File: config.mk
export PLATFORM = sky130hd
export DESIGN_NAME = bvhbox_ram
export DESIGN_NICKNAME = d
export VERILOG_FILES = /design/src/hdl/bvhbox_ram.sv
export SDC_FILE = /design/constraint.sdc
export NUM_CORES = 1
export LEC_CHECK = 0
export ABC_AREA = 1
export BUFFER_PORTS_ARGS = -buffer_cell sky130_fd_sc_hd__buf_2
export CAP_MARGIN = 20
export CORE_MARGIN = 2
export CORE_UTILIZATION = 27
export CTS_CLUSTER_DIAMETER = 80
export DETAILED_ROUTE_END_ITERATION = 6
export SYNTH_ARGS = -nofsm -noshare
export SYNTH_HDL_FRONTEND = slang
export SYNTH_SLANG_ARGS = --single-unit
File: constraint.sdc
create_clock -name clk_i -period 1.3 [get_ports clk_i]
set_input_delay 0.065 -clock clk_i [delete_from_list [all_inputs] [get_ports clk_i]]
set_output_delay 0.065 -clock clk_i [all_outputs]
set_load 0.03 [all_outputs]
File: src/hdl/bvhbox_ram.sv
`timescale 1ns / 1ps
`default_nettype none

module bvhbox_ram #(
  parameter int unsigned WIDTH = 8,
  parameter int unsigned DEPTH = 16
) (
  input  wire logic                     clk_i,
  input  wire logic                     we_i,
  input  wire logic [$clog2(DEPTH)-1:0] waddr_i,
  input  wire logic [WIDTH-1:0]         wdata_i,
  input  wire logic [$clog2(DEPTH)-1:0] raddr_i,
  output      logic [WIDTH-1:0]         rdata_o
);

  logic [WIDTH-1:0] mem_q [DEPTH];

  always_ff @(posedge clk_i) begin
    if (we_i) begin
      mem_q[waddr_i] <= wdata_i;
    end
    rdata_o <= mem_q[raddr_i];
  end

endmodule

`default_nettype wire

* After elaboration in Yosys (flattened, before gate mapping)
Memories as Yosys holds them, arrays and structs flattened. A register that Yosys moved wholly into a read port is not among the register bits. Cells that the tools add are included.
Word-level totals: register bits after elaboration 0, memory bits (writable) 128, bits of input ports 18, logic and storage cells 3, memories 1
Operators by class: mux-type cells 2
Memory list:
- mem_q | depth 16, bits a word 8, rd ports 1, clocked after memory_dff 1, write ports 1, RTL line 16 | logic [WIDTH-1:0] mem_q [DEPTH];
Operators by type and width (number):
- $mux W1 | 2

* Longest topological paths before layout
word-level depth 2, depth in mapped cells 8

* Worst setup path after synthesis
OpenSTA, ideal clock, no wires.
path type input-to-reg, from input waddr_i[2], to memory mem_q[10][0] (enable), setup time 0.370 ns, data arrival time 0.646 ns, setup slack 0.284 ns, stages on the path 2, buffers on the path 0, path through nand3b_1 > nor2_1
RTL lines:
- start, declared | RTL line 10 | input wire logic [$clog2(DEPTH)-1:0] waddr_i,
- end, declared | RTL line 16
No word-level cell before the write port.

* Worst setup path after layout
from register rdata_o[7] (read register of mem_q), to output rdata_o[7]
RTL lines:
- start, declared | RTL line 13 | output logic [WIDTH-1:0] rdata_o
No word-level cell between the ends.

==> results <==
- The routed length per placed instance is 14.9 µm.
- Setup violations remaining at the end of the flow were counted as 0.
- The start point of the critical path is rdata_o[7].
- Setup repair after global routing left no endpoint under its margin.
- When the netlist entered floorplanning its net count stood at 569.
- After synthesis the netlist holds a flip-flop and latch count of 136.
- 0 antenna diodes ended up in the layout.
- The combined area of all synthesized cells is 5770 µm².
- The nature of the critical path startpoint is a flop.
- The routed layout has 3689 vias.
- The number of hold-repair buffers added at the cts stage is 0.
- The worst path meets setup with 0.240 ns of slack.
- The warning count from the yosys run is 0.
- Summing all non-filler instances in the final layout gives an area of 6920 µm².
- On the critical path, the stage with the largest delay is an instance of sky130_fd_sc_hd__dfxtp_1.
- The detailed router's first-iteration violation count is 231.
- The top cell types in the final layout, fill and taps aside, are 173 x sky130_fd_sc_hd__nand2_1, 128 x sky130_fd_sc_hd__edfxtp_1, 100 x sky130_fd_sc_hd__inv_1, 97 x sky130_fd_sc_hd__nand3_1.
- The via-per-instance ratio is 4.16.
- The worst-case IR drop observed on VDD is 0.807 mV.
- The final layout contains 618 nets.
- A synthesized cell averages 10.5 µm².
- The root buffer cell is sky130_fd_sc_hd__clkbuf_16.
- The number of sinks handled by clock tree synthesis is 136.
- The area growth from synthesis to layout is 20.0%.
- The floorplan step defined a die boundary enclosing 22500 µm².
- The maximum number of pins on one net before global-route repair is 36.
- The utilization after layout is 32.9%.
- The sink of the worst hold path is mem_q[11][2].
- The max-slew violation count is 0.
- Of the cells placed in the final design, the portion with a size suffix greater than 1 is 14.2%.
- STA classifies the critical path endpoint as an output pin.
- The number of placed instances, taps included, is 856.
- The total DRC errors in the routed layout is 0.
- Before CTS, the worst setup slack after placement is 0.104 ns.
- The number of setup buffers added after CTS is 0.
- Across all register-to-register paths, the minimum setup slack is 0.26 ns.
- After floorplanning, the core was divided into 53 placement rows.
- The insertion delay of the later-clocked pin in the worst-skew pair is 0.42 ns.
- The number of iterations in the first detailed-routing pass is 5.
- The data arrival time of the critical path is 0.99 ns.
- After floorplanning, the core was sized to cover 21000 µm².
- The start-to-end type of the worst setup path is reg2out.
- The number of I/O pins is 26.
- The actual transition at the worst max-transition pin is 0.375 ns.
- The maximum level of the CTS H-tree is 4.
- Measured in cells, the most critical reg-to-reg path has a length of 6.
- TritonCTS built the clock tree.
- Setup total negative slack on the finished layout was measured at 0 ns.
- The number of antenna violations at the first check in global routing is 0.
- Counting distinct cell types in the post-synthesis netlist gives 12.
- Derived from the worst setup path, the maximum achievable clock frequency is 944 MHz.
- The share of the clock period used by the worst path is 81.5%.
- The cell family contributing the most delay on the critical path is flip-flops.
- The HPWL reported at the end of detailed placement is 8540 µm.
- Traced cell by cell, the critical path runs through buf_2.
- The clock-pin slew on the worst setup and hold paths is 0.05 ns.
- The clock period could shrink to 1.06 ns.
- Counting the buffers created by CTS gives 17.
- In this run the critical register-to-register path is launched from mem_q[5][3].
- The number of global-route vias before repair is 3740.
- The flow ran to the end, and the final reports show no timing, DRC or antenna violations.
- Global routing finished with a remaining overflow of 0.
- The worst pin sits at a relative slew slack of 75.0%.
- Counting instances, the worst hold path has a depth of 1.
- The number of max-cap violations is 0.
- Input and output buffers added on the ports amount to 25.
- In this run the critical register-to-register path is captured at rdata_o[3].
- The smallest hold slack is 0.0553 ns.
- The count of nets left with antenna violations once routing finished came out at 0.
- The synthesized instance count is 551.
- The final hold violation count is 0.
- The startpoint identified for the worst hold timing path is wdata_i[2].
- The floorplan step set the die width to 150 µm.
- The global placement routability congestion is 0.798.
- The wire length of the first global-routing pass is 20600 µm.
- The biggest cell delay along the critical path is 0.36 ns.
- The leakage power is 2.96 nW.
- Overall power consumption after layout is estimated at 10.3 mW.
- The finished layout holds 887 standard cells, fillers aside.
- The power density over the cells is 1490 nW/µm².
- The die outline height is 150 µm.
- The maximum root-to-sink buffer count is 2.
- The worst path buffer plus inverter count is 1.
- The global-route usage over all layers is 12.5%.
- Gates resized during post-CTS repair numbered 0.
- The total wire length after detailed routing is 13200 µm.
- The required arrival time at the worst endpoint is 1.24 ns.
- The worst hold path belongs to the class in2reg.
- After detailed placement, the total cell area comes to 6340 µm².
- The commonest non-fill, non-tap cell in the layout is sky130_fd_sc_hd__nand2_1.
- The sequential share of the synthesized area is 69.4%.
- The number of fill cells in the layout is 2087.
- Along the worst path, the maximum fanout reaches 1.
- The effective utilization at floorplan is 27.4%.
- The worst clock skew is 0.0144 ns.
area by class of cell:
cell class / count / area (µm²) / area share [%]
clock buffers: 17 / 425 / 6.15
clock inverters: 14 / 159 / 2.30
flip-flops and latches: 136 / 4000 / 57.8
well taps: 275 / 344 / 4.97
repair buffers: 54 / 393 / 5.68
multi-input cells: 289 / 1210 / 17.5
inverters: 102 / 383 / 5.53
cell usage after synthesis:
| cell | number | area share (%) |
|---|---|---|
| sky130_fd_sc_hd__edfxtp_1 | 128 | 67 |
| sky130_fd_sc_hd__nand2_1 | 173 | 11 |
| sky130_fd_sc_hd__nor2_1 | 17 | 1.1 |
| sky130_fd_sc_hd__nand3b_1 | 2 | 0.26 |
| sky130_fd_sc_hd__buf_2 | 13 | 1.1 |
| sky130_fd_sc_hd__buf_4 | 4 | 0.52 |
| sky130_fd_sc_hd__nand3_1 | 97 | 8.4 |
| sky130_fd_sc_hd__buf_6 | 6 | 1.2 |
| sky130_fd_sc_hd__buf_1 | 1 | 0.065 |
| sky130_fd_sc_hd__dfxtp_1 | 8 | 2.8 |
| sky130_fd_sc_hd__inv_1 | 100 | 6.5 |
| sky130_fd_sc_hd__inv_2 | 2 | 0.13 |
layer usage:
| metal | GRT usage (%) | vias to the layer above | part of all wire, % |
|---|---|---|---|
| li1 | - | 1866 | - |
| met1 | 16.4 | 1735 | 45 |
| met2 | 19.8 | 76 | 48 |
| met3 | 3.33 | 12 | 5.3 |
| met4 | 5.28 | 0 | 1.4 |
| met5 | 0 | - | 0 |
kinds of logic after synthesis:
group                  count (synthesis)  share of synthesized area (%)
DFF                                  136                           69.4
buffers and inverters                126                           9.52
and+or+nand+nor                      289                           21.0
worst max-delay path by stage:
stage | cells after the start | slack (ns) | to
6_report | 1 | 0.24 | rdata_o[7]
5_1_grt | 6 | 0.18 | rdata_o[6]
4_1_cts | 1 | 0.21 | rdata_o[7]
3_5_place_dp | 7 | 0.10 | rdata_o[5]
3_3_place_gp | 6 | 0.11 | rdata_o[3]
2_1_floorplan | 2 | 0.28 | mem_q[10][0]
report_power, final:
part	switching (mW)	internal (mW)	leakage (nW)
Sequential	0.0344	4.90	1.22
Clock	1.73	2.97	0.280
Combinational	0.474	0.202	1.46
registers in the layout, indices dropped and copies added (netlist names):
signal	cells
mem_q	128
rdata_o	8
No activity file was read; power rests on OpenSTA's default activity.
